==> config.mk <==
export PLATFORM = sky130hd
export DESIGN_NAME = glos_walk
export DESIGN_NICKNAME = d
export VERILOG_FILES = /design/src/hw/rtl/grid_line_of_sight_check_defines.svh /design/src/hw/rtl/glos_pkg.sv /design/src/hw/rtl/glos_walk.sv
export SDC_FILE = /design/constraint.sdc
export NUM_CORES = 1
export LEC_CHECK = 0
export BUFFER_PORTS_ARGS = -buffer_cell sky130_fd_sc_hd__buf_4
export CORE_MARGIN = 2
export CORE_UTILIZATION = 60
export CTS_BUF_LIST = sky130_fd_sc_hd__clkbuf_16
export CTS_CLUSTER_SIZE = 40
export DETAILED_ROUTE_END_ITERATION = 6
export PLACE_DENSITY_LB_ADDON = 0.05
export SLEW_MARGIN = 20
export SYNTH_ARGS = -nofsm -noshare
export SYNTH_HDL_FRONTEND = slang
export SYNTH_SLANG_ARGS = --single-unit
==> constraint.sdc <==
create_clock -name clk -period 5.7 [get_ports clk]
set_clock_uncertainty 0.15 [all_clocks]
set_input_delay 1.425 -clock clk [delete_from_list [all_inputs] [get_ports clk]]
set_output_delay 1.425 -clock clk [all_outputs]
set_load 0.1 [all_outputs]
==> src/hw/rtl/grid_line_of_sight_check_defines.svh <==
// Assertion macros shared by the RTL of the grid line-of-sight checker.
// Expects clk and rst_n in the scope where a macro is used.
`ifndef GRID_LINE_OF_SIGHT_CHECK_DEFINES_SVH
`define GRID_LINE_OF_SIGHT_CHECK_DEFINES_SVH

// Consequent must hold in the same cycle as the antecedent.
`define GLOS_ASSERT_SAME(label, ante, cons, msg) \
  label: assert property (@(posedge clk) disable iff (!rst_n) (ante) |-> (cons)) \
    else $error(msg);

// Consequent must hold in the cycle after the antecedent.
`define GLOS_ASSERT_NEXT(label, ante, cons, msg) \
  label: assert property (@(posedge clk) disable iff (!rst_n) (ante) |=> (cons)) \
    else $error(msg);

`endif

==> src/hw/rtl/glos_pkg.sv <==
// Package for the grid line-of-sight checker: grid sizes, field widths,
// register map and the structs passed between the top level and the walker.
// No dependencies.
package glos_pkg;

  localparam int GRID_W    = 64;
  localparam int GRID_H    = 64;
  localparam int MAP_DEPTH = GRID_W * GRID_H;
  localparam int MAP_AW    = $clog2(MAP_DEPTH);

  localparam int COORD_W = 6;
  localparam int RANGE_W = 7;
  localparam int RW_W    = 7;
  localparam int TIDX_W  = 12;
  localparam int CNT_W   = 7;
  localparam int E_W     = 17;

  // Linear probe address: x + y * row_width with x in -1..64, y in 0..64,
  // carried in two's complement and wide enough for the map depth as well.
  localparam int PADDR_W = (MAP_AW + 1 > 15) ? MAP_AW + 1 : 15;

  localparam logic [RW_W-1:0] RW_RESET = 7'd64;

  localparam int APB_AW      = 3;
  localparam int APB_DW      = 32;
  localparam int REG_SEL_LSB = 2;
  localparam logic [APB_AW-REG_SEL_LSB-1:0] REG_ROW_WIDTH = '0;

  typedef struct packed {
    logic [COORD_W-1:0] from_x;
    logic [COORD_W-1:0] from_y;
    logic [COORD_W-1:0] to_x;
    logic [COORD_W-1:0] to_y;
    logic [RANGE_W-1:0] sight_range;
    logic [RW_W-1:0]    row_width;
  } glos_query_t;

  typedef struct packed {
    logic active;
    logic fin;
    logic visible;
  } glos_walk_res_t;

endpackage

==> src/hw/rtl/glos_walk.sv <==
// Line-of-sight walker: sequencer plus a shared step unit (address and
// corner-error adders) that probes the tile map one cell per read.
// Depends on glos_pkg; reads the map through an external registered-read port.
module glos_walk (
  input  logic                          clk,
  input  logic                          rst_n,
  input  logic                          go,
  input  glos_pkg::glos_query_t         query,
  output logic [glos_pkg::MAP_AW-1:0]   rd_addr,
  input  logic                          rd_data,
  output glos_pkg::glos_walk_res_t      res
);

  localparam logic [3:0] S_IDLE   = 4'd0;
  localparam logic [3:0] S_PREP   = 4'd1;
  localparam logic [3:0] S_INIT   = 4'd2;
  localparam logic [3:0] S_COL    = 4'd3;
  localparam logic [3:0] S_COLCHK = 4'd4;
  localparam logic [3:0] S_DIAG0  = 4'd5;
  localparam logic [3:0] S_DIAG1  = 4'd6;
  localparam logic [3:0] S_DIAG2  = 4'd7;
  localparam logic [3:0] S_LOOP   = 4'd8;
  localparam logic [3:0] S_LCHK   = 4'd9;
  localparam logic [3:0] S_LS1    = 4'd10;
  localparam logic [3:0] S_LS2    = 4'd11;

  localparam int CW  = glos_pkg::COORD_W;
  localparam int PW  = glos_pkg::PADDR_W;
  localparam int EW  = glos_pkg::E_W;
  localparam int NW  = glos_pkg::CNT_W;
  localparam int MW  = glos_pkg::COORD_W + glos_pkg::RW_W;
  localparam logic [PW-1:0] MAP_DEPTH_P = PW'(glos_pkg::MAP_DEPTH);

  logic [3:0] st_r, st_nxt;

  logic [CW-1:0]                  x1_r, x1_nxt, y1_r, y1_nxt, x2_r, x2_nxt, y2_r, y2_nxt;
  logic [glos_pkg::RANGE_W-1:0]   range_r, range_nxt;
  logic [glos_pkg::RW_W-1:0]      rw_r, rw_nxt;
  logic [CW-1:0]                  adx_r, adx_nxt, dy_r, dy_nxt;
  logic                           neg_r, neg_nxt;
  logic [NW-1:0]                  dist_r, dist_nxt;
  logic [PW-1:0]                  addr_r, addr_nxt;
  logic [EW-1:0]                  e_r, e_nxt;
  logic [NW-1:0]                  u_r, u_nxt, v_r, v_nxt, n_r, n_nxt;
  logic                           ok_r, ok_nxt;

  // set-up arithmetic
  logic          neg_c;
  logic [CW-1:0] adx_c, dy_c;
  logic [MW-1:0] mul_c;

  // shared step unit
  logic          step_x;
  logic [PW-1:0] rw_ext, xstep, addr_step;
  logic [EW-1:0] e_step;
  logic          e_pos, e_zero;

  // probe address
  logic [PW-1:0] probe_c;
  logic          hit;
  logic          do_step, do_cnt, fin, vis;

  assign neg_c = x2_r < x1_r;
  assign adx_c = neg_c ? (x1_r - x2_r) : (x2_r - x1_r);
  assign dy_c  = y2_r - y1_r;
  assign mul_c = MW'(y1_r) * MW'(rw_r);

  assign rw_ext = PW'(rw_r);
  assign xstep  = neg_r ? {PW{1'b1}} : PW'(1);
  assign e_zero = (e_r == '0);
  assign e_pos  = !e_r[EW-1] && !e_zero;

  always_comb begin
    unique case (st_r)
      S_INIT, S_DIAG2: step_x = !(dy_r > adx_r);
      S_LCHK, S_LS2:   step_x = e_pos;
      default:         step_x = 1'b0;
    endcase
  end

  // Column step: error drops by twice dy; row step: error rises by twice |dx|.
  assign e_step    = step_x ? (e_r - EW'({dy_r, 1'b0})) : (e_r + EW'({adx_r, 1'b0}));
  assign addr_step = addr_r + (step_x ? xstep : rw_ext);

  always_comb begin
    unique case (st_r)
      S_DIAG0, S_LCHK: probe_c = addr_r + rw_ext;
      S_DIAG1, S_LS1:  probe_c = addr_r + xstep;
      default:         probe_c = addr_r;
    endcase
  end

  assign ok_nxt  = !probe_c[PW-1] && (probe_c < MAP_DEPTH_P);
  assign rd_addr = probe_c[glos_pkg::MAP_AW-1:0];
  assign hit     = rd_data & ok_r;

  always_comb begin
    st_nxt    = st_r;
    x1_nxt    = x1_r;
    y1_nxt    = y1_r;
    x2_nxt    = x2_r;
    y2_nxt    = y2_r;
    range_nxt = range_r;
    rw_nxt    = rw_r;
    adx_nxt   = adx_r;
    dy_nxt    = dy_r;
    neg_nxt   = neg_r;
    dist_nxt  = dist_r;
    addr_nxt  = addr_r;
    e_nxt     = e_r;
    u_nxt     = u_r;
    v_nxt     = v_r;
    n_nxt     = n_r;
    do_step   = 1'b0;
    do_cnt    = 1'b0;
    fin       = 1'b0;
    vis       = 1'b0;

    unique case (st_r)
      S_IDLE: begin
        if (go) begin
          // order the end points so that the first has the smaller row
          if (query.from_y > query.to_y) begin
            x1_nxt = query.to_x;
            y1_nxt = query.to_y;
            x2_nxt = query.from_x;
            y2_nxt = query.from_y;
          end else begin
            x1_nxt = query.from_x;
            y1_nxt = query.from_y;
            x2_nxt = query.to_x;
            y2_nxt = query.to_y;
          end
          range_nxt = query.sight_range;
          rw_nxt    = query.row_width;
          st_nxt    = S_PREP;
        end
      end
      S_PREP: begin
        adx_nxt  = adx_c;
        dy_nxt   = dy_c;
        neg_nxt  = neg_c;
        dist_nxt = NW'(adx_c) + NW'(dy_c);
        addr_nxt = PW'(mul_c) + PW'(x1_r);
        e_nxt    = EW'(adx_c) - EW'(dy_c);
        u_nxt    = '0;
        v_nxt    = '0;
        n_nxt    = '0;
        st_nxt   = S_INIT;
      end
      S_INIT: begin
        if (dist_r > range_r) begin
          fin    = 1'b1;
          st_nxt = S_IDLE;
        end else if (adx_r == '0 && dy_r == '0) begin
          fin    = 1'b1;
          vis    = 1'b1;
          st_nxt = S_IDLE;
        end else if (adx_r == '0) begin
          do_step = 1'b1;
          st_nxt  = S_COL;
        end else if (dy_r == adx_r) begin
          st_nxt = S_DIAG0;
        end else begin
          do_step = 1'b1;
          st_nxt  = S_LOOP;
        end
      end
      S_COL: begin
        if (v_r >= NW'(dy_r)) begin
          fin    = 1'b1;
          vis    = 1'b1;
          st_nxt = S_IDLE;
        end else begin
          st_nxt = S_COLCHK;
        end
      end
      S_COLCHK: begin
        if (hit) begin
          fin    = 1'b1;
          st_nxt = S_IDLE;
        end else begin
          do_step = 1'b1;
          st_nxt  = S_COL;
        end
      end
      S_DIAG0: begin
        st_nxt = S_DIAG1;
      end
      S_DIAG1: begin
        if (hit) begin
          fin    = 1'b1;
          st_nxt = S_IDLE;
        end else begin
          st_nxt = S_DIAG2;
        end
      end
      S_DIAG2: begin
        if (hit) begin
          fin    = 1'b1;
          st_nxt = S_IDLE;
        end else begin
          do_step = 1'b1;
          st_nxt  = S_LOOP;
        end
      end
      S_LOOP: begin
        if (n_r == dist_r || (u_r == NW'(adx_r) && v_r == NW'(dy_r))) begin
          fin    = 1'b1;
          vis    = 1'b1;
          st_nxt = S_IDLE;
        end else begin
          st_nxt = S_LCHK;
        end
      end
      S_LCHK: begin
        if (hit) begin
          fin    = 1'b1;
          st_nxt = S_IDLE;
        end else if (e_zero) begin
          // line runs through the corner: test both side cells
          st_nxt = S_LS1;
        end else begin
          do_step = 1'b1;
          do_cnt  = 1'b1;
          st_nxt  = S_LOOP;
        end
      end
      S_LS1: begin
        if (hit) begin
          fin    = 1'b1;
          st_nxt = S_IDLE;
        end else begin
          st_nxt = S_LS2;
        end
      end
      S_LS2: begin
        if (hit) begin
          fin    = 1'b1;
          st_nxt = S_IDLE;
        end else begin
          do_step = 1'b1;
          do_cnt  = 1'b1;
          st_nxt  = S_LOOP;
        end
      end
      default: begin
        st_nxt = S_IDLE;
      end
    endcase

    if (do_step) begin
      addr_nxt = addr_step;
      e_nxt    = e_step;
      u_nxt    = u_r + NW'(step_x);
      v_nxt    = v_r + NW'(!step_x);
    end
    if (do_cnt) begin
      n_nxt = n_r + NW'(1);
    end
  end

  always_ff @(posedge clk) begin
    if (!rst_n) begin
      st_r <= S_IDLE;
    end else begin
      st_r <= st_nxt;
    end
  end

  always_ff @(posedge clk) begin
    x1_r    <= x1_nxt;
    y1_r    <= y1_nxt;
    x2_r    <= x2_nxt;
    y2_r    <= y2_nxt;
    range_r <= range_nxt;
    rw_r    <= rw_nxt;
    adx_r   <= adx_nxt;
    dy_r    <= dy_nxt;
    neg_r   <= neg_nxt;
    dist_r  <= dist_nxt;
    addr_r  <= addr_nxt;
    e_r     <= e_nxt;
    u_r     <= u_nxt;
    v_r     <= v_nxt;
    n_r     <= n_nxt;
    ok_r    <= ok_nxt;
  end

  assign res.active  = (st_r != S_IDLE);
  assign res.fin     = fin;
  assign res.visible = vis;

endmodule

## After elaboration in Yosys (flattened, before gate mapping)

Cells that the tools add are included.

- Word-level logic and storage cells: 129
- Bits in registers: 116

- Bitwise logic cells: 1
- Eq/ne operators: 16
- $add $sub $neg: 14
- Magnitude comparators: 6
- Multiply operators: 1
- Mux-type cells: 49
- Reduce and logical (&&, ||, !) cells: 25

Operators by type and width:

| operator | number |
|---|---|
| two-way mux 15 bit | 4 |
| two-way mux 17 bit | 3 |
| one-hot mux 4 bit (11 select lines) | 1 |
| two-way mux 4 bit | 9 |
| adder 15 bit | 2 |
| two-way mux 6 bit | 5 |
| one-hot mux 15 bit (2 select lines) | 1 |
| two-way mux 7 bit | 4 |
| subtractor 6 bit | 3 |
| adder 17 x 7 -> 17 bit | 1 |
| zero test 17 bit | 1 |
| subtractor 17 x 7 -> 17 bit | 1 |
| equality test 4 x 3 -> 1 bit (second input constant) | 4 |
| equality test 4 bit (second input constant) | 4 |
| adder 15 x 7 -> 15 bit | 1 |
| less-than comparator 15 x 13 -> 1 bit (second input constant) | 1 |
| adder 13 x 6 -> 14 bit | 1 |
| adder 7 x 1 -> 7 bit | 2 |
| equality test 7 x 6 -> 1 bit | 2 |
| multiplier 6 x 7 -> 13 bit | 1 |
| two-way mux 1 bit | 13 |
| greater-than comparator 6 bit | 2 |
| zero test 6 bit | 2 |
| OR reduction 2 bit | 5 |
| 26 further kinds | 39 |

## Logic depth before layout (Yosys ltp)

Gate-level depths: netlist of run 1.

- Depth after elaboration: 7
- Mapped depth: 20

## Worst setup path after synthesis of run 1

OpenSTA, ideal clock, no wires.

- Path kind: reg2out
- Start point: register st_r[2]
- End point: output rd_addr[11] (netlist name)
- Data arrival time: 4.787 ns
- Path slack: -0.662 ns
- Stages on the path, launching flop included: 14
- Data required time: 4.125 ns
- Buffers on the path: 2
- Cells stage by stage: dfxtp_1 buf_6 xor2_4 and4_4 buf_6 a21o_1 ha_1 a211oi_1 nor2_1 o41a_1 a221o_1 a31oi_1 xor2_1 o21ai_0

- Cells in the longest elaborated chain, start to end: 3
- Elaborated cells on any way between the ends: 7

Ends and longest elaborated chain:

| element | RTL line | text |
|---|---|---|
| from (decl) | glos_walk.sv:34 | `logic [3:0] st_r, st_nxt;` |
| from (signal assigned) | glos_walk.sv:267 | `st_r <= st_nxt;` |
| equality test 4 bit or equality test 4 x 3 -> 1 bit (tied branches) | glos_walk.sv:86 | `unique case (st_r)` |
| OR reduction 2 bit | glos_walk.sv:86 |  |
| one-hot mux 15 bit (2 select lines) * | glos_walk.sv:86 |  |
| to (decl) | glos_walk.sv:9 | `output logic [glos_pkg::MAP_AW-1:0] rd_addr,` |

Mark *: on every way between the ends. The rest lies on a longest branch, timed or not.

## Worst setup path after layout of run 1

Ends and elaborated chain as after synthesis.

==> qor.txt, run 1 <==
synth-to-layout area growth: 11.49%
Antenna Nets Post-Route: 0
Total GRT Usage: 26.33%
LEAKAGE: 5.298 nW
proportion of layout cells with a drive suffix above 1: 11.10%
largest net degree at the start of global routing: 46
Clk pin slew, worst setup/hold paths: 0.06 ns
Synth Flop Type: edfxtp_1
hold_buf cts: 0
input/output buffers: 56
Worst VDD drop: 0.3326 mV
first-pass GRT wire length: 38.53 mm
FP Rows: 48
CP Cell Sequence: xor2_4 -> nand3_1 -> a21o_1 -> ha_1 -> a211oi_1 -> nor2_1 -> o41a_1 -> a221o_1 -> a31oi_1 -> xor2_1 -> o21ai_1 -> buf_4
Yosys warnings: 0
status: completed
initial antenna violation count: 0
DRC: 0
Skew-Pair Late Insertion Delay: 0.42 ns
Slew @ Worst Pin: 0.8741 ns
Min Clock Period, post-route: 5.458 ns
synthesized flop and latch total: 116
sequential-to-total area share from yosys stat: 32.46%
RSZ-0062 raised after global routing: no
Hold Fails Final Rpt: 0
Antenna diodes: 0
Mapped Cells: 1,089
Max Cap Viol: 0
PwrDens: 559.9 nW/um2
crit path DAT: 3.88 ns
post-DP HPWL: 17.59 mm
final WL: 22.88 mm
TritonRoute pass-1 iters: 4
post-DR vias/cell: 5.774
fin cells: 1,387
Max FO, Critical Path: 11
fin crit share: 95.75%
pre-CTS setup slack: 0.5881 ns
Core Util, Final: 68.41%
Worst Setup End Kind: output pin
Slew headroom: 41.58%
Worst R2R End: addr_r[11]
Worst Path Required: 4.12 ns
Fmax: 183.2 MHz
gr ovfl total: 0
height of the chip: 136.8 um
max-slew violation count: 0
vias in the first global route: 8,052
Core ar.: 17,240 um2
hold crit path type: register to register
flop2flop setup slack: 0.79 ns
Clock Tree Buf Depth: 2
post-synth cell types: 68
Bufs and invs on worst path: 1
R2R Path Start: rw_r[3]
dominant cells by area after synthesis: edfxtp_1 32%, ha_1 16%, fa_1 6.1%
Syn Nets: 1,302
I/O Pins: 57
ys async rst share: 0%
CP peak stage delay: 0.48 ns
top cell type's share of synthesized area: 31.52%
Mapped Area: 10,580 um2
CTS tree: done
area leader, netlist: edfxtp_1
CP startpoint: st_r[2]
Post-synth EDFFs: 111
x dimension of the die: 136.8 um
# setup viols final: 0
Critical Path End: rd_addr[11]
FF-to-FF path depth: 16
nets@finish: 1,362
DR iter-0 viols: 410
cts bufs inserted: 17
CP startpoint kind: register
setup TNS: 0 ns
Avg WL per Cell: 16.50 um
clk root buf: clkbuf_16
critical path depth in cells: 12
Final Wtd Congestion: 0.8845
kind of critical path: register to output pin
Critical-path top delay cell: dfxtp_2
Avg Inst Size Synth: 9.712 um2
htree depth: 4
Starting Density: 61.36%
final worst setup slack: 0.2420 ns
Crit path max-delay family: compound AO/OA/AOI/OAI gates
CTS sink cnt: 116
dpl cells: 1,355
detailed-route via count: 8,008
die area: 18,700 um2
==> how the worst min path moves through the flow <==
stage                          start       to  cells after the start
final                        st_r[3]  st_r[3]                      2
after floorplan           addr_r[13]     ok_r                      3
after global routing         st_r[3]  st_r[3]                      2
after detailed placement      n_r[0]   n_r[0]                      1
after CTS                     n_r[0]   n_r[0]                      1
after global placement        u_r[6]   u_r[6]                      2
==> layer usage <==
| layer | wire [um] | track usage (%) | up-vias |
|---|---|---|---|
| met5 | 0 | 0 | - |
| met4 | 331 | 7.697 | 0 |
| met3 | 806 | 4.185 | 24 |
| met2 | 11430 | 46.58 | 151 |
| met1 | 10320 | 33.16 | 3811 |
| li1 | - | - | 4022 |
==> cell usage after synthesis (3+ instances only) <==
cell / count
buf_2: 6
xor2_1: 44
nand4_1: 7
nand2_1: 75
a21oi_1: 59
nand2b_1: 16
nor2_1: 77
a31oi_1: 11
clkbuf_1: 9
nor3_1: 13
mux2_2: 21
a211oi_1: 10
o21bai_1: 6
and2_1: 41
nand3_1: 28
o21a_1: 13
o31a_1: 3
xnor2_1: 48
and3_1: 11
ha_1: 139
mux2i_1: 3
buf_4: 3
nor4_1: 11
o21ai_0: 75
nor2b_1: 13
edfxtp_1: 111
dfxtp_1: 5
fa_1: 32
inv_1: 96
or3_1: 6
o211ai_1: 8
a21o_1: 39
o31ai_1: 6
==> what timing repair did <==
action	CTS	global route
resized for setup	0	2
endpoints found under the setup margin	0	1
setup buffers	0	0
hold endpoints to repair	0	0
==> flip-flops by register name, summed over array words and instances, names as in the netlist <==
register and count:
addr_r 15, adx_r 6, dist_r 7, dy_r 6
e_r 17, n_r 7, neg_r 1, ok_r 1
range_r 7, rw_r 7, st_r 4, u_r 7
v_r 7, x1_r 6, x2_r 6, y1_r 6
y2_r 6
==> cells by family after synthesis <==
group | Yosys count | share of synthesized area (%)
adder cells (fa/ha/maj) | 171 | 22.50
multiplexers | 24 | 2.520
AO/OA/AOI/OAI | 259 | 15.68
buffers and inverters | 118 | 4.507
flip-flops | 116 | 32.46
XOR/XNOR | 94 | 8.033
AND/OR/NAND/NOR | 307 | 14.30
==> final cells by class <==
class | count | area, um2
well taps | 225 | 281.5
flip-flops and latches | 116 | 3436
clock inverters | 15 | 130.1
multi-input cells | 855 | 6685
fillers | 1377 | 5445
inverters | 96 | 360.3
clock buffers | 17 | 425.4
repair buffers | 63 | 473.0
==> per-stage QoR <==
| step | hold WS, ns | power (mW) | cell area, um2 |
|---|---|---|---|
| final | 0.4691 | 6.601 | 11790 |
| after global routing | 0.5075 | 7.197 | 11790 |
| after CTS | 0.4913 | 6.622 | 11790 |
| after detailed placement | 0.4822 | 5.558 | 11230 |
| after global placement | 0.4610 | 5.515 | 11230 |
| after floorplan | 0.4024 | 4.685 | 10580 |
==> placed cells by master (no fill, tap or decap), drive strengths merged, types with 8 or more instances in the layout <==
master and n:
a211oi 10, nor3 13, o211ai 8, nand2b 16, o21a 13, nor2b 13, mux2 21, nor4 12
a21o 39, nand3 28, inv 100, and3 11, and2 41, nand2 75, xor2 46, a31oi 11
a21oi 59, ha 139, edfxtp 111, nor2 77, clkbuf 17, buf 63, fa 32, xnor2 48
o21ai 77
==> where the power goes <==
group,internal [mW],switching (mW),leakage (nW)
Clock,0.599,0.413,0.260
Sequential,1.40,0.233,1.09
Combinational,1.60,2.35,3.94
==> worst min-delay path, delay by kind of cell, from the launching register on <==
kind            cells  cell delay (ns)
simple gates        1             0.11
compound gates      1             0.08
flops               1             0.39
(Power assumes the default switching activity.)
==> run 2, diff against run 1 <==
--- a/config.mk
+++ b/config.mk
@@ -7,8 +7,9 @@
 export LEC_CHECK = 0
 export BUFFER_PORTS_ARGS = -buffer_cell sky130_fd_sc_hd__buf_4
 export CORE_MARGIN = 2
-export CORE_UTILIZATION = 60
+export CORE_UTILIZATION = 45
 export CTS_BUF_LIST = sky130_fd_sc_hd__clkbuf_16
+export CTS_CLUSTER_DIAMETER = 50
 export CTS_CLUSTER_SIZE = 40
 export DETAILED_ROUTE_END_ITERATION = 6
 export PLACE_DENSITY_LB_ADDON = 0.05
==> qor.txt, run 2 (synthesized netlist as in run 1, its figures left out) <==
Clk pwr share: 16.8% (was 15.3%)
Worst VDD drop: 0.2359 mV (was 0.3326 mV)
Clk pin slew, worst setup/hold paths: 0.06 ns (about the same)
CP Cell Sequence: xor2_4 -> nand3_1 -> a21o_1 -> ha_1 -> a211oi_1 -> nor2_1 -> o41a_1 -> a221o_1 -> a31oi_1 -> xor2_1 -> o21ai_1 -> buf_4 (unchanged)
Max FO, Critical Path: 11 (unchanged)
Antenna diodes: 0 (unchanged)
R2R Path Start: rw_r[3] (unchanged)
Worst R2R End: addr_r[11] (unchanged)
largest net degree at the start of global routing: 46 (unchanged)
DRC: 0 (unchanged)
height of the chip: 157.3 um (was 136.8 um)
HP Start: st_r[3] (unchanged)
crit path DAT: 3.88 ns (about the same)
Antenna Nets Post-Route: 0 (unchanged)
input/output buffers: 56 (unchanged)
CP startpoint kind: register (unchanged)
kind of critical path: register to output pin (unchanged)
post-DR vias/cell: 5.410 (was 5.774)
status: completed (unchanged)
Crit path max-delay family: compound AO/OA/AOI/OAI gates (unchanged)
flop2flop setup slack: 0.80 ns (was 0.79 ns)
Design Power: 6.777 mW (was 6.601 mW)
clk root buf: clkbuf_16 (unchanged)
nets@finish: 1,361 (was 1,362)
DR iter-0 viols: 473 (was 410)
CP peak stage delay: 0.48 ns (about the same)
Fmax: 183.4 MHz (was 183.2 MHz)
Starting Density: 45.47% (was 61.36%)
Hold EP: st_r[3] (unchanged)
htree depth: 4 (unchanged)
gr ovfl total: 0 (unchanged)
fin cells: 1,479 (was 1,387)
Total GRT Usage: 20.85% (was 26.33%)
Skew-Pair Late Insertion Delay: 0.43 ns (was 0.42 ns)
max-slew violation count: 0 (unchanged)
Avg WL per Cell: 16.54 um (was 16.50 um)
Slew headroom: 38.14% (was 41.58%)
CTS tree: done (unchanged)
Sw Share: 44.99% (was 45.43%)
Largest register FFs: 17 (unchanged)
Max Cap Viol: 0 (unchanged)
post-DP HPWL: 18.83 mm (was 17.59 mm)
fin crit share: 95.64% (was 95.75%)
vias in the first global route: 8,018 (was 8,052)
Logic pwr share: 58.9% (was 59.9%)
Hold Fails Final Rpt: 0 (unchanged)
area of the multi-input gates: 6696 um2 (was 6685 um2)
x dimension of the die: 157.3 um (was 136.8 um)
Critical-path top delay cell: dfxtp_2 (unchanged)
Worst Hold Depth: 2 (unchanged)
Int Power: 3.728 mW (was 3.602 mW)
LEAKAGE: 5.326 nW (was 5.298 nW)
most frequent cells in the layout: 139 x ha_1, 111 x edfxtp_1, 98 x inv_1, 77 x nor2_1, 74 x nand2_1 (was 139 x ha_1, 111 x edfxtp_1, 96 x inv_1, 77 x nor2_1, 74 x nand2_1)
synth-to-layout area growth: 13.18% (was 11.49%)
Clock Tree Buf Depth: 2 (unchanged)
final WL: 24.47 mm (was 22.88 mm)
Core ar.: 23,260 um2 (was 17,240 um2)
PwrDens: 566.2 nW/um2 (was 559.9 nW/um2)
hold crit path type: register to register (unchanged)
dpl cells: 1,448 (was 1,355)
most flop-heavy register: e_r (unchanged)
NetSw: 3.049 mW (was 2.999 mW)
FP Rows: 56 (was 48)
top flop regs: e_r: 17 flops, addr_r: 15 flops (unchanged)
Min Clock Period, post-route: 5.452 ns (was 5.458 ns)
Worst Setup End Kind: output pin (unchanged)
Core Util, Final: 51.46% (was 68.41%)
die area: 24,740 um2 (was 18,700 um2)
Slew @ Worst Pin: 0.9278 ns (was 0.8741 ns)
cts bufs inserted: 17 (unchanged)
# setup viols final: 0 (unchanged)
Reg area: 3436 um2 (unchanged)
I/O Pins: 57 (unchanged)
proportion of layout cells with a drive suffix above 1: 10.86% (was 11.10%)
detailed-route via count: 8,001 (was 8,008)
FF-to-FF path depth: 16 (unchanged)
Seq pwr share: 24.3% (was 24.8%)
first-pass GRT wire length: 40.34 mm (was 38.53 mm)
TritonRoute pass-1 iters: 5 (was 4)
Worst Path Required: 4.12 ns (about the same)
Fill cells: 2,187 (was 1,377)
Bufs and invs on worst path: 1 (unchanged)
CTS sink cnt: 116 (unchanged)
most common cell after layout, fill and taps aside: ha_1 (unchanged)
initial antenna violation count: 0 (unchanged)
Final Wtd Congestion: 0.8336 (was 0.8845)
hold_buf cts: 0 (unchanged)
[run 2: changes by cell type in the layout (fill, tap and decap cells not counted)]
cell       delta
a32oi_2       -1
a32oi_4       +1
buf_4         -1
bufinv_16     +3
clkinv_1      -1
clkinv_2      -2
clkinv_4      -1
inv_1         +2
inv_6         -2
[run 2: power groups by stage]
| stage | registers, mW | clock network, mW | logic, mW |
|---|---|---|---|
| 6_report | 1.65 | 1.14 | 3.99 |
| 5_1_grt | 1.68 | 1.19 | 4.50 |
| 4_1_cts | 1.65 | 1.15 | 4.02 |
| 3_5_place_dp | 1.66 | 0 | 3.98 |
| 3_3_place_gp | 1.67 | 0 | 3.96 |
| 2_1_floorplan | 1.56 | 0 | 3.13 |
[run 2: timing repair]
action / 4_1_cts / 5_1_grt
endpoints found under the setup margin: 0 / 1
setup buffers: 0 / 0
gates resized for setup: 0 / 2
[run 2: how the worst max path moves through the flow]
stage             from          end  depth (start not counted)
6_report       st_r[2]  rd_addr[11]                         12
5_1_grt        st_r[2]  rd_addr[11]                         12
4_1_cts        st_r[2]  rd_addr[11]                         12
3_5_place_dp   st_r[2]  rd_addr[11]                         12
3_3_place_gp   st_r[2]  rd_addr[11]                         12
2_1_floorplan  st_r[2]  rd_addr[11]                         13
[run 2: final cells by class]
class,count,area share [%]
Multi-Input combinational cell,855,55.94
Sequential cell,116,28.70
Timing Repair Buffer,62,3.888
Clock buffer,17,3.554
Tap cell,319,3.334
Inverter,96,3.010
Clock inverter,14,1.568
[run 2: per-stage QoR]
step | hold slack [ns] | cell area (um2) | setup TNS [ns] | worst slack [ns]
after detailed placement | 0.4858 | 11350 | 0 | 0.5677
after floorplan | 0.4024 | 10580 | 0 | 0.09286
after CTS | 0.5021 | 11970 | 0 | 0.1085
final | 0.4667 | 11970 | 0 | 0.2485
after global routing | 0.5161 | 11970 | -0.002568 | -0.002568
after global placement | 0.4612 | 11350 | 0 | 0.5705
[run 2: tightest hold or removal path, stage by stage, from the launching register on]
cell and delay (ns):
dfxtp_2 0.38, nand4_1 0.11, a31oi_1 0.08
[run 2: routing by layer]
layer / vias up / global-route usage, % / share of wire (%)
li1: 4035 / - / -
met1: 3819 / 26.96 / 47
met2: 119 / 35.91 / 49
met3: 28 / 3.194 / 2.6
met4: 0 / 6.494 / 1.9
met5: - / 0 / 0
==> run 3, diff against run 2 <==
--- a/config.mk
+++ b/config.mk
@@ -6,6 +6,7 @@
 export NUM_CORES = 1
 export LEC_CHECK = 0
 export BUFFER_PORTS_ARGS = -buffer_cell sky130_fd_sc_hd__buf_4
+export CORE_ASPECT_RATIO = 0.8
 export CORE_MARGIN = 2
 export CORE_UTILIZATION = 45
 export CTS_BUF_LIST = sky130_fd_sc_hd__clkbuf_16
==> qor.txt, run 3 (synthesized netlist as in run 1, its figures left out) <==
status: completed (unchanged)
nets@finish: 1,361 (unchanged)
clk root buf: clkbuf_16 (unchanged)
Worst VDD drop: 0.2608 mV (was 0.2359 mV)
x dimension of the die: 175.4 um (was 157.3 um)
fin crit share: 94.87% (was 95.64%)
PwrDens: 560.4 nW/um2 (was 566.2 nW/um2)
Core ar.: 23,210 um2 (was 23,260 um2)
input/output buffers: 56 (unchanged)
Clock Tree Buf Depth: 2 (unchanged)
top flop regs: e_r: 17 flops, addr_r: 15 flops (unchanged)
Antenna diodes: 0 (unchanged)
CTS sink cnt: 116 (unchanged)
I/O Pins: 57 (unchanged)
Final Wtd Congestion: 0.8687 (was 0.8336)
flop2flop setup slack: 0.90 ns (was 0.80 ns)
worst hold slack: 0.4837 ns (was 0.4667 ns)
post-DP HPWL: 18.63 mm (was 18.83 mm)
Critical Path End: rd_addr[11] (unchanged)
vias in the first global route: 7,665 (was 8,018)
crit path DAT: 3.83 ns (was 3.88 ns)
htree depth: 4 (unchanged)
Min Clock Period, post-route: 5.408 ns (was 5.452 ns)
DR iter-0 viols: 392 (was 473)
Worst R2R End: addr_r[11] (unchanged)
Avg WL per Cell: 16.25 um (was 16.54 um)
Hold Fails Final Rpt: 0 (unchanged)
synth-to-layout area growth: 13.06% (was 13.18%)
die area: 24,750 um2 (was 24,740 um2)
Max FO, Critical Path: 11 (unchanged)
Largest register FFs: 17 (unchanged)
initial antenna violation count: 0 (unchanged)
most frequent cells in the layout: 139 x ha_1, 111 x edfxtp_1, 96 x inv_1, 77 x nor2_1, 74 x nand2_1 (was 139 x ha_1, 111 x edfxtp_1, 98 x inv_1, 77 x nor2_1, 74 x nand2_1)
hold crit path type: register to register (unchanged)
max-slew violation count: 0 (unchanged)
LEAKAGE: 5.331 nW (was 5.326 nW)
CP startpoint: st_r[2] (unchanged)
RSZ-0062 raised after global routing: no
Max Cap Viol: 0 (unchanged)
Total GRT Usage: 20.43% (was 20.85%)
TritonRoute pass-1 iters: 5 (unchanged)
Slew headroom: 39.67% (was 38.14%)
largest net degree at the start of global routing: 46 (unchanged)
detailed-route via count: 7,802 (was 8,001)
Skew-Pair Late Insertion Delay: 0.44 ns (was 0.43 ns)
CP startpoint kind: register (unchanged)
Clk pin slew, worst setup/hold paths: 0.06 ns (about the same)
R2R Path Start: rw_r[3] (unchanged)
setup TNS: 0 ns (unchanged)
# setup viols final: 0 (unchanged)
cts bufs inserted: 17 (unchanged)
first-pass GRT wire length: 39.95 mm (was 40.34 mm)
Worst Path Required: 4.12 ns (about the same)
gr ovfl total: 0 (unchanged)
Fill cells: 2,141 (was 2,187)
post-DR vias/cell: 5.297 (was 5.410)
final WL: 23.94 mm (was 24.47 mm)
most common cell after layout, fill and taps aside: ha_1 (unchanged)
Antenna Nets Post-Route: 0 (unchanged)
proportion of layout cells with a drive suffix above 1: 11.11% (was 10.86%)
Starting Density: 45.57% (was 45.47%)
FF-to-FF path depth: 16 (unchanged)
height of the chip: 141.1 um (was 157.3 um)
CTS tree: done (unchanged)
FP Rows: 50 (was 56)
hold_buf cts: 0 (unchanged)
Slew @ Worst Pin: 0.9028 ns (was 0.9278 ns)
DRC: 0 (unchanged)
most flop-heavy register: e_r (unchanged)
kind of critical path: register to output pin (unchanged)
Worst Hold Depth: 2 (unchanged)
Fmax: 184.9 MHz (was 183.4 MHz)
Worst Setup End Kind: output pin (unchanged)
-- run 3: power breakdown --
part           leakage [nW]  internal (mW)  total [mW]  switching, mW
logic                  3.94           1.59        3.92           2.33
clock network         0.295          0.665        1.13          0.462
registers              1.09           1.40        1.65          0.247
total                  5.33           3.66        6.70           3.04
-- run 3: critical path, stage by stage (launching register included) --
cell	delay, ns
dfxtp_2	0.48
xor2_4	0.22
nand3_1	0.30
a21o_1	0.28
ha_1	0.29
a211oi_1	0.23
nor2_1	0.12
o41a_1	0.34
a221o_1	0.39
a31oi_1	0.21
xor2_1	0.10
o21ai_1	0.12
buf_4	0.32
-- run 3: layer usage --
metal / up-vias / wire length (um) / share of wire [%] / track usage (%)
li1: 4028 / - / - / -
met1: 3634 / 12150 / 51 / 29.11
met2: 127 / 10770 / 45 / 32.64
met3: 13 / 764 / 3.2 / 3.452
met4: 0 / 250 / 1.0 / 4.474
met5: - / 0 / 0 / 0
-- run 3: stage by stage --
step	power [mW]	util, %	setup slack (ns)	area [um2]	instances
after global routing	7.325	51.52	0.0009757	11960	1473
final	6.701	51.52	0.2923	11960	1473
after floorplan	4.685	-	0.09286	10580	1089
after detailed placement	5.594	48.88	0.6073	11350	1441
after CTS	6.773	51.51	0.1225	11960	1473
after global placement	5.592	48.88	0.5593	11350	1441
-- run 3: layout make-up --
| type | count | area (um2) | area share, % |
|---|---|---|---|
| Timing Repair Buffer | 62 | 465.4 | 3.892 |
| Tap cell | 312 | 390.4 | 3.265 |
| Clock inverter | 15 | 183.9 | 1.538 |
| Sequential cell | 116 | 3436 | 28.73 |
| Clock buffer | 17 | 425.4 | 3.558 |
| Inverter | 96 | 360.3 | 3.014 |
| Multi-Input combinational cell | 855 | 6696 | 56.00 |
-- run 3: repair_timing --
item	CTS	global route
hold endpoints to repair	0	0
endpoints found under the setup margin	0	2
resized for setup	0	2
buffers inserted	0	0
-- run 3: how the worst min path moves through the flow --
stage / start / to
floorplan: addr_r[13] / ok_r
global placement: v_r[5] / v_r[5]
CTS: n_r[0] / n_r[0]
finish: st_r[3] / st_r[3]
global route: n_r[0] / n_r[0]
detailed placement: n_r[0] / n_r[0]
